**src/design/csv_byte_parser_sjis_macros.svh**
```systemverilog
// Assertion macros shared by the parser modules.
`ifndef CSV_BYTE_PARSER_SJIS_MACROS_SVH
`define CSV_BYTE_PARSER_SJIS_MACROS_SVH

`ifndef SYNTHESIS

// Check a property every clock edge outside reset.
`define CSVS_ASSERT(lbl, clk, rst_n, prop) \
    lbl: assert property (@(posedge clk) disable iff (!(rst_n)) (prop)) \
        else $error("assertion failed: %m");

// Check a property every clock edge, reset included.
`define CSVS_ASSERT_ALWAYS(lbl, clk, prop) \
    lbl: assert property (@(posedge clk) (prop)) \
        else $error("assertion failed: %m");

`else

`define CSVS_ASSERT(lbl, clk, rst_n, prop)
`define CSVS_ASSERT_ALWAYS(lbl, clk, prop)

`endif

`endif

```
**src/design/csvs_pkg.sv**
```systemverilog
`default_nettype none

package csvs_pkg;

    localparam int ROW_W   = 10;
    localparam int COL_W   = 6;
    localparam int BYTE_W  = 8;
    localparam int KIND_W  = 2;
    localparam int MB_W    = 2;

    localparam int MAX_ROWS        = 1024;
    localparam int MAX_COLUMNS     = 64;
    localparam int MAX_FIELD_BYTES = 256;

    localparam int ROW_CAP_I  = (MAX_ROWS - 1) < 1023 ? (MAX_ROWS - 1) : 1023;
    localparam int COL_CAP_I  = (MAX_COLUMNS - 1) < 63 ? (MAX_COLUMNS - 1) : 63;
    localparam int BYTE_CAP_I = (MAX_FIELD_BYTES - 1) < 255 ? (MAX_FIELD_BYTES - 1) : 255;

    localparam logic [ROW_W-1:0]  ROW_CAP  = ROW_W'(ROW_CAP_I);
    localparam logic [COL_W-1:0]  COL_CAP  = COL_W'(COL_CAP_I);
    localparam logic [BYTE_W-1:0] BYTE_CAP = BYTE_W'(BYTE_CAP_I);

    localparam logic [KIND_W-1:0] KIND_NONE  = 2'd0;
    localparam logic [KIND_W-1:0] KIND_DATA  = 2'd1;
    localparam logic [KIND_W-1:0] KIND_FIELD = 2'd2;
    localparam logic [KIND_W-1:0] KIND_ROW   = 2'd3;

    localparam logic [MB_W-1:0] MB_SINGLE = 2'd0;
    localparam logic [MB_W-1:0] MB_LEAD   = 2'd1;
    localparam logic [MB_W-1:0] MB_TRAIL  = 2'd2;

    localparam logic [7:0] CH_QUOTE = 8'h22;
    localparam logic [7:0] CH_COMMA = 8'h2C;
    localparam logic [7:0] CH_NL    = 8'h0A;

    typedef struct packed {
        logic [KIND_W-1:0] kind;
        logic [7:0]        data_byte;
        logic [ROW_W-1:0]  row;
        logic [COL_W-1:0]  column;
        logic [BYTE_W-1:0] offset;
        logic              overflow;
    } t_result;

    function automatic logic is_lead(input logic [7:0] b);
        return (b >= 8'h81 && b <= 8'h9F) || (b >= 8'hE0 && b <= 8'hFC);
    endfunction

    function automatic logic is_trail(input logic [7:0] b);
        return (b >= 8'h40 && b <= 8'h7E) || (b >= 8'h80 && b <= 8'hFC);
    endfunction

endpackage

`default_nettype wire

```
**src/design/csv_byte_parser_sjis.sv**
```systemverilog
`default_nettype none

// CSV byte parser with Shift-JIS awareness. Accepts one text byte per cycle
// and returns exactly one result per byte: data byte with its row, column and
// in-field offset, field end on a comma, row end on a newline, or nothing for
// a consumed quote. Bytes of two-byte Shift-JIS characters always pass as data;
// only single-byte characters act as delimiters, and a doubled quote inside
// quotes yields one data quote. Row, column and offset saturate and set a
// sticky overflow flag that only reset clears. Throughput is one byte per
// clock while o_stall is low; each result is registered into a two-entry
// output buffer when its byte is accepted, so bytes keep flowing while one
// result waits, and o_stall rises only once both entries are held.

module csv_byte_parser_sjis
    import csvs_pkg::*;
(
    input  wire logic              i_clk,
    input  wire logic              i_rst_n,
    input  wire logic              i_valid,
    output logic                   o_stall,
    input  wire logic [7:0]        i_text_byte,
    output logic                   o_valid,
    input  wire logic              i_stall,
    output logic [KIND_W-1:0]      o_kind,
    output logic [7:0]             o_data_byte,
    output logic [ROW_W-1:0]       o_row,
    output logic [COL_W-1:0]       o_column,
    output logic [BYTE_W-1:0]      o_offset,
    output logic                   o_overflow
);

    logic    take;
    logic    full;
    t_result res_in;
    t_result res_out;

    assign o_stall = full;
    assign take    = i_valid && !full;

    csvs_core u_core (
        .i_clk       (i_clk),
        .i_rst_n     (i_rst_n),
        .i_take      (take),
        .i_text_byte (i_text_byte),
        .o_res       (res_in)
    );

    csvs_obuf u_obuf (
        .i_clk   (i_clk),
        .i_rst_n (i_rst_n),
        .i_push  (take),
        .i_res   (res_in),
        .o_full  (full),
        .o_valid (o_valid),
        .i_stall (i_stall),
        .o_res   (res_out)
    );

    assign o_kind      = res_out.kind;
    assign o_data_byte = res_out.data_byte;
    assign o_row       = res_out.row;
    assign o_column    = res_out.column;
    assign o_offset    = res_out.offset;
    assign o_overflow  = res_out.overflow;

endmodule

`default_nettype wire

```
**src/design/csvs_core.sv**
```systemverilog
`default_nettype none
`include "csv_byte_parser_sjis_macros.svh"

module csvs_core
    import csvs_pkg::*;
(
    input  wire logic       i_clk,
    input  wire logic       i_rst_n,
    input  wire logic       i_take,
    input  wire logic [7:0] i_text_byte,
    output t_result         o_res
);

    logic [MB_W-1:0]   r_mb,     n_mb;
    logic              r_inq,    n_inq;
    logic              r_fstart, n_fstart;
    logic [ROW_W-1:0]  r_row,    n_row;
    logic [COL_W-1:0]  r_col,    n_col;
    logic [BYTE_W-1:0] r_bytes,  n_bytes;
    logic              r_ovf,    n_ovf;

    always_comb begin
        logic [KIND_W-1:0] kind;
        logic              q;
        logic              inq_t;
        logic              ovf_hit;

        n_inq    = r_inq;
        n_fstart = r_fstart;
        n_row    = r_row;
        n_col    = r_col;
        n_bytes  = r_bytes;
        kind     = KIND_NONE;
        ovf_hit  = 1'b0;
        q        = (i_text_byte == CH_QUOTE);
        inq_t    = r_inq ^ q;

        unique case (r_mb)
            MB_SINGLE: n_mb = is_lead(i_text_byte)  ? MB_LEAD  : MB_SINGLE;
            MB_LEAD:   n_mb = is_trail(i_text_byte) ? MB_TRAIL : MB_SINGLE;
            MB_TRAIL:  n_mb = is_lead(i_text_byte)  ? MB_LEAD  : MB_SINGLE;
            default:   n_mb = MB_SINGLE;
        endcase

        if (n_mb != MB_SINGLE) begin
            kind     = KIND_DATA;
            n_fstart = 1'b0;
        end else begin
            n_inq = inq_t;
            if (inq_t) begin
                // an opening quote at field start is consumed
                kind     = (!q || !r_fstart) ? KIND_DATA : KIND_NONE;
                n_fstart = 1'b0;
            end else if (i_text_byte == CH_COMMA) begin
                kind     = KIND_FIELD;
                n_bytes  = '0;
                n_fstart = 1'b1;
                if (r_col >= COL_CAP) begin
                    n_col   = COL_CAP;
                    ovf_hit = 1'b1;
                end else begin
                    n_col = r_col + 1'b1;
                end
            end else if (i_text_byte == CH_NL) begin
                kind     = KIND_ROW;
                n_col    = '0;
                n_bytes  = '0;
                n_fstart = 1'b1;
                if (r_row >= ROW_CAP) begin
                    n_row   = ROW_CAP;
                    ovf_hit = 1'b1;
                end else begin
                    n_row = r_row + 1'b1;
                end
            end else begin
                kind     = q ? KIND_NONE : KIND_DATA;
                n_fstart = 1'b0;
            end
        end

        if (kind == KIND_DATA) begin
            if (r_bytes >= BYTE_CAP) begin
                n_bytes = BYTE_CAP;
                ovf_hit = 1'b1;
            end else begin
                n_bytes = r_bytes + 1'b1;
            end
        end

        n_ovf = r_ovf | ovf_hit;

        o_res.kind      = kind;
        o_res.data_byte = (kind == KIND_DATA) ? i_text_byte : 8'd0;
        o_res.row       = r_row;
        o_res.column    = r_col;
        o_res.offset    = r_bytes;
        o_res.overflow  = n_ovf;
    end

    always_ff @(posedge i_clk) begin
        if (!i_rst_n) begin
            r_mb     <= MB_SINGLE;
            r_inq    <= 1'b0;
            r_fstart <= 1'b1;
            r_row    <= '0;
            r_col    <= '0;
            r_bytes  <= '0;
            r_ovf    <= 1'b0;
        end else if (i_take) begin
            r_mb     <= n_mb;
            r_inq    <= n_inq;
            r_fstart <= n_fstart;
            r_row    <= n_row;
            r_col    <= n_col;
            r_bytes  <= n_bytes;
            r_ovf    <= n_ovf;
        end
    end

    `CSVS_ASSERT(a_field_end_restarts, i_clk, i_rst_n,
        i_rst_n && i_take && o_res.kind == KIND_FIELD |=> r_fstart && r_bytes == '0)
    `CSVS_ASSERT(a_row_end_clears, i_clk, i_rst_n,
        i_rst_n && i_take && o_res.kind == KIND_ROW |=> r_col == '0 && r_bytes == '0)
    `CSVS_ASSERT_ALWAYS(a_overflow_sticky, i_clk,
        r_ovf && i_rst_n |=> r_ovf)
    `CSVS_ASSERT(a_data_counts, i_clk, i_rst_n,
        i_rst_n && i_take && o_res.kind == KIND_DATA && r_bytes < BYTE_CAP
        |=> r_bytes == $past(r_bytes) + 1'b1)

endmodule

`default_nettype wire

```
**src/design/csvs_obuf.sv**
```systemverilog
`default_nettype none
`include "csv_byte_parser_sjis_macros.svh"

module csvs_obuf
    import csvs_pkg::*;
(
    input  wire logic    i_clk,
    input  wire logic    i_rst_n,
    input  wire logic    i_push,
    input  wire t_result i_res,
    output logic         o_full,
    output logic         o_valid,
    input  wire logic    i_stall,
    output t_result      o_res
);

    t_result    r_mem [2];
    logic       r_wr;
    logic       r_rd;
    logic [1:0] r_count;
    logic       pop;

    assign pop     = o_valid && !i_stall;
    assign o_valid = (r_count != 2'd0);
    assign o_full  = (r_count == 2'd2);
    assign o_res   = r_mem[r_rd];

    always_ff @(posedge i_clk) begin
        if (i_push) begin
            r_mem[r_wr] <= i_res;
        end
    end

    always_ff @(posedge i_clk) begin
        if (!i_rst_n) begin
            r_wr    <= 1'b0;
            r_rd    <= 1'b0;
            r_count <= 2'd0;
        end else begin
            if (i_push) begin
                r_wr <= !r_wr;
            end
            if (pop) begin
                r_rd <= !r_rd;
            end
            unique case ({i_push, pop})
                2'b10:   r_count <= r_count + 2'd1;
                2'b01:   r_count <= r_count - 2'd1;
                default: r_count <= r_count;
            endcase
        end
    end

    `CSVS_ASSERT(a_no_push_when_full, i_clk, i_rst_n, !(i_push && o_full))
    `CSVS_ASSERT(a_count_bound, i_clk, i_rst_n, r_count != 2'd3)
    `CSVS_ASSERT(a_pop_drains, i_clk, i_rst_n,
        i_rst_n && pop && !i_push |=> r_count == $past(r_count) - 2'd1)

endmodule

`default_nettype wire

```
**config.mk**
```make
export PLATFORM = sky130hd
export DESIGN_NAME = csv_byte_parser_sjis
export DESIGN_NICKNAME = d
export VERILOG_FILES = /design/src/design/csvs_pkg.sv /design/src/design/csv_byte_parser_sjis.sv /design/src/design/csvs_core.sv /design/src/design/csvs_obuf.sv
export VERILOG_INCLUDE_DIRS = /design/src /design/src/design
export SDC_FILE = /design/constraint.sdc
export NUM_CORES = 1
export LEC_CHECK = 0
export ABC_AREA = 1
export BUFFER_PORTS_ARGS = -buffer_cell sky130_fd_sc_hd__clkbuf_2
export CAP_MARGIN = 20
export CELL_PAD_IN_SITES_DETAIL_PLACEMENT = 1
export CELL_PAD_IN_SITES_GLOBAL_PLACEMENT = 2
export CORE_MARGIN = 2
export CORE_UTILIZATION = 36
export CTS_BUF_LIST = sky130_fd_sc_hd__clkbuf_2
export DETAILED_ROUTE_END_ITERATION = 8
export PLACE_DENSITY_LB_ADDON = 0.1
export SLEW_MARGIN = 5
export SYNTH_ARGS = -nofsm -noshare
export SYNTH_HDL_FRONTEND = slang
export SYNTH_SLANG_ARGS = --single-unit
```
**constraint.sdc**
```tcl
create_clock -name i_clk -period 2.5 [get_ports i_clk]
set_clock_uncertainty 0.2 [all_clocks]
set_input_delay 0.375 -clock i_clk [delete_from_list [all_inputs] [get_ports i_clk]]
set_output_delay 0.375 -clock i_clk [all_outputs]
set_load 0.05 [all_outputs]
```
### Word level (Yosys, flattened, before mapping)

Memories as Yosys holds them, arrays and structs flattened. A register that Yosys moved wholly into a read port is not among the register bits.
Cells that the tools add are included.

* bitwise operators: 5
* $lt $le $gt $ge: 10
* shifts and indexed selects: 0
* reductions and logical operators: 26
* divide/modulo/power cells: 0
* add/sub/neg operators: 5
* multipliers: 0
* muxes and demuxes: 37
* equal/unequal tests: 11

Operators by type and width (count)
* $mux W8: 7
* $ge A8 B8 Y1 const B: 4
* $mux W1: 19
* $mux W6: 3
* $eq A8 B6 Y1 const B: 2
* $le A8 B8 Y1 const B: 2
* $add A10 B1 Y10 const B: 1
* $ge A10 B10 Y1 const B: 1
* $mux W10: 1
* $mux W2: 5
* $add A8 B1 Y8 const B: 1
* $eq A8 B4 Y1 const B: 1
* $ge A8 B7 Y1 const B: 1
* $le A8 B7 Y1 const B: 1
* $pmux W2 S2: 2
* $reduce_and A4 Y1: 2
* $reduce_bool A2 Y1: 4
* $add A6 B1 Y6 const B: 1
* $eq A2 B1 Y1 const B: 3
* $eq A2 B2 Y1 const B: 3
* $ge A6 B6 Y1 const B: 1
* $logic_and A1 B1 Y1: 6
* $logic_not A1 Y1: 6
* $reduce_and A5 Y1: 1
* 11 further kinds: 16

* latch bits: 0
* bits in read-only memories: 0
* input bits: 12
* flip-flop bits (word level): 33
* memories: 1
* memory bits (writable): 70

Memory list
* u_obuf.r_mem: depth 2, width 35, read ports 1, clocked after memory_dff 1, write ports 1, RTL line csvs_obuf.sv:17 `t_result r_mem [2];`

### Depth between registers and ports, before layout

* depth in word-level cells: 10
* depth in mapped cells: 12
* depth with buffers taken out: 12

### By module

Synthesis repeated with hierarchy kept, for this count alone.

* cell total of the unflattened synthesis: 472
* area, all modules: 4976.0 um^2

By module, submodules not included
* csvs_obuf: sequential area each 2202.1 um^2, instances 1, cells each 145, area an instance 2919.0 um^2
* csvs_core: sequential area each 580.6 um^2, instances 1, cells each 325, area an instance 2047.0 um^2
* csv_byte_parser_sjis: sequential area each 0.0 um^2, instances 1, cells each 2, area an instance 10.0 um^2

### Worst setup path after synthesis

No wires, ideal clock.

* kind: register to register
* from: register u_obuf.r_count[0]
* to: memory u_obuf.r_mem[1][0] (netlist name) (enable)
* setup slack: -0.208 ns
* buffers on the path: 1
* data arrival time: 2.079 ns
* cell stages (with the launch flop): 4
* clock period less this slack: 2.708 ns
* setup time: 0.429 ns
* required time: 1.871 ns
* path through: dfxtp_1 buf_6 o21ai_4 nor2_1

* word-level cells in the longest chain between the ends: 5

RTL lines
* from (decl): RTL line csvs_obuf.sv:20 `logic [1:0] r_count;`
* from (signal assigned): RTL line csvs_obuf.sv:47 `2'b10: r_count <= r_count + 2'd1;`
* from (signal assigned): RTL line csvs_obuf.sv:48 `2'b01: r_count <= r_count - 2'd1;`
* from (signal assigned): RTL line csvs_obuf.sv:49 `default: r_count <= r_count;`
* $eq A2 B2 Y1: RTL line csvs_obuf.sv:25 `assign o_full = (r_count == 2'd2);`
* $logic_not A1 Y1: RTL line csv_byte_parser_sjis.sv:38 `assign take = i_valid && !full;`
* $logic_and A1 B1 Y1: RTL line csv_byte_parser_sjis.sv:38
* $mux W1: RTL line csvs_obuf.sv:29 `if (i_push) begin`
* $mux W1 (not written as such): RTL line csvs_obuf.sv:30 `r_mem[r_wr] <= i_res;`
* to (decl): RTL line csvs_obuf.sv:17

No other way between the ends.

==> metrics.md <==
| Metric | Value |
|---|---|
| Startpoint types | register |
| VDD IR max | 0.497 mV |
| Slowest-stage cell, CP | dfxtp_4 |
| Root Buffer | clkbuf_2 |
| Hold_sp | u_obuf.r_rd$_SDFFE_PN0P_ |
| Non-Filler Instances | 709 |
| DR vias/cell | 4.81 |
| Yosys reg bits | 104 |
| Syn Std Cell Area | 4810 um^2 |
| Layout cells sized above 1 | 0.265 |
| Crit Path Max Fanout | 9 |
| Area of placed instances | 5280 um^2 |
| Crit Path Category | register to output port |
| Post-CTS setup buffers | 0 |
| Nets | 543 |
| Area grow syn2layout | 18.7% |
| Max Cap Violations | 0 |
| Post-Synthesis Net Count | 478 |
| Fin util | 0.435 |
| First-pass GRT wire length | 18.2 mm |
| Die area | 14300 um^2 |
| Worst flop-to-flop path endpoint | u_core.r_row[9]$_SDFFE_PN0P_ |
| Mapped Cells | 462 |
| Leakage | 2.28 nW |
| Gr ovfl total | 0 |
| Reg clk slew, reported paths | 0.27 ns |
| Worst-Skew Late Latency | 0.61 ns |
| CTS tree | done |
| GRT Resource Usage Total | 0.166 |
| HPWL after DPL | 7.37 mm |
| Hold Path Class | register to register |
| FF-to-FF Start | u_core.r_row[0]$_SDFFE_PN0P_ |
| Cell Rows | 42 |
| Core box area | 13100 um^2 |
| Critical Path RT | 1.92 ns |
| Largest net degree at the start of global routing | 37 |
| Clock buffer count from CTS | 9 |
| Critical path endpoint | o_row[2] |
| Antenna violations before repair | 1 |
| R2R depth | 9 |
| Total number of vias | 3408 |
| Synth unique cells | 37 |
| Max incr delay on CP | 0.49 ns |
| Worst EP arrival | 1.83 ns |
| Antenna Nets Post-Route | 0 |
| Die width | 120 um |
| Cell area after layout | 5710 um^2 |
| Outcome | finished clean |
| Count of final hold-check violations | 0 |
| Crit path cell chain | clkbuf_16 > mux2_2 > buf_2 |
| IO buf count | 48 |
| DP Cell Count | 679 |
| Worst slew pin tran | 0.538 ns |
| Total power draw | 0.00449 W |
| CTS sink count | 104 |
| Initial core utilization | 0.366 |
| First-pass DRT Iterations | 4 |
| Setup tns final | 0 ns |
| Initial drt markers | 146 |
| Sequential share of the synthesized area | 0.578 |
| Max-slew headroom | 0.641 |
| Period minus WS final | 2.41 ns |
| Total routed wirelength | 11.3 mm |
| Vias in the first global route | 3566 |
| Final setup vio count | 0 |
| Fmax | 0.415 GHz |
| Avg WL per Cell | 15.9 um |
| # H-tree levels | 3 |
| Die height | 120 um |
| Average cell area after synthesis | 10.4 um^2 |
| Unrepaired setup endpoints after global routing | yes |
| Pwr dens | 786 nW/um^2 |
| Total I/O pin count | 49 |
| Final GP Congestion | 0.764 |
| Post-route DRC | 0 |
| Final worst-path cycle share | 0.963 |
| Worst Setup End Kind | output port |
| Flop2flop setup slack | 0.39 ns |
| YS warnings | 0 |
| Slew Limit Fails | 0 |
| CTS Buffer Depth | 2 |
## synthesized netlist by cell type (all sizes together)
| library cell | number | area, um^2 |
|---|---|---|
| edfxtp | 70 | 2100 |
| nand4 | 15 | 93.8 |
| a211oi | 1 | 7.51 |
| buf | 7 | 53.8 |
| xor2 | 4 | 35.0 |
| o21bai | 1 | 7.51 |
| mux2 | 35 | 394 |
| nor2 | 60 | 264 |
| nand3b | 2 | 15.0 |
| o2111ai | 1 | 8.76 |
| inv | 53 | 209 |
| a21oi | 27 | 146 |
| ha | 4 | 50.1 |
| nor3 | 6 | 30.0 |
| nand3 | 24 | 150 |
| dfxtp | 34 | 681 |
| xnor2 | 4 | 35.0 |
| nand2 | 85 | 375 |
| clkbuf | 7 | 27.5 |
| o21ai | 22 | 125 |
## what timing repair did
action	4_1_cts	5_1_grt
endpoints found under the setup margin	35	20
hold buffers	11	0
endpoints found under the hold margin	38	0
cloned	1	1
gates resized for setup	40	32
## cell usage in the layout (no fill, tap or decap), types with 2 or more instances in the layout
cell type and instances:
nand2_1 74, edfxtp_1 70, nor2_1 52, inv_1 47
mux2_2 35, dfxtp_1 33, a21oi_1 24, clkbuf_2 22
buf_4 22, nand3_1 21, nand4_1 15, o21ai_0 15
dlygate4sd3_1 11, clkbuf_4 8, nand2_2 7, nor3_1 6
buf_6 6, o21ai_1 5, nor2_4 4, xnor2_1 4
xor2_1 4, ha_1 4, inv_2 3, nor2_2 3
nand2_4 3, a21oi_2 3, clkinv_2 3, inv_4 2
nand3_4 2, nand3b_1 2, bufinv_16 2, buf_8 2
buf_12 2
## layer usage
layer  GRT usage  share of wire
met5           0              0
met3      0.0280          0.020
met1       0.214           0.48
met2       0.275           0.48
met4      0.0706          0.019
## sequential cells by signal, indices dropped and copies added, names as in the netlist, named ones only
| name | flops |
|---|---|
| u_core.r_col | 6 |
| u_core.r_bytes | 8 |
| u_obuf.r_count | 2 |
| u_core.r_fstart | 1 |
| u_obuf.r_wr | 1 |
| u_core.r_row | 10 |
| u_obuf.r_rd | 1 |
| u_core.r_ovf | 1 |
| u_obuf.r_mem | 70 |
| u_core.r_mb | 2 |
| u_core.r_inq | 1 |
## layout make-up
class / instances / area [um^2]
multi-input combinational: 291 / 1750
tap: 176 / 220
timing repair buffer: 68 / 609
clock inverter: 7 / 86.3
clock buffer: 9 / 45.0
antenna: 1 / 2.50
fill: 1512 / 7430
inverter: 53 / 209
sequential: 104 / 2790
## stage by stage
step           hold slack (ns)  setup WS, ns
4_1_cts                  0.270       0.00158
3_5_place_dp             0.249         0.298
2_1_floorplan            0.226         0.386
3_3_place_gp             0.237         0.304
6_report                 0.272        0.0922
5_1_grt                  0.298       -0.0114
## power breakdown
part / switching [W] / internal, W
Clock: 0.000563 / 0.000321
Combinational: 0.000980 / 0.000503
Sequential: 0.0000911 / 0.00203
## how the worst min path moves through the flow
stage / to / cells past startpoint
3_5_place_dp: u_obuf.r_rd$_SDFFE_PN0P_ / 1
5_1_grt: u_obuf.r_mem[1][29]$_DFFE_PP_ / 2
3_3_place_gp: u_obuf.r_rd$_SDFFE_PN0P_ / 1
4_1_cts: register / 1
6_report: register / 1
2_1_floorplan: register / 1
## critical path, delay by kind of cell, from the launching register on
kind | cells | cell delay, ns
buffers and inverters | 2 | 0.41
muxes | 1 | 0.33
DFF | 1 | 0.49
## logic make-up (layout without fill, tap and decap cells)
family | after synthesis | in the layout | synth area share
compound gates | 52 | 52 | 0.0614
fa+ha+maj | 4 | 4 | 0.0104
other cells | 0 | 1 | 0
xor+xnor | 8 | 8 | 0.0146
simple gates | 192 | 192 | 0.193
flops | 104 | 104 | 0.578
mux | 35 | 35 | 0.0819
buf+inv | 67 | 137 | 0.0603
Power figures use the tool's default switching activity.
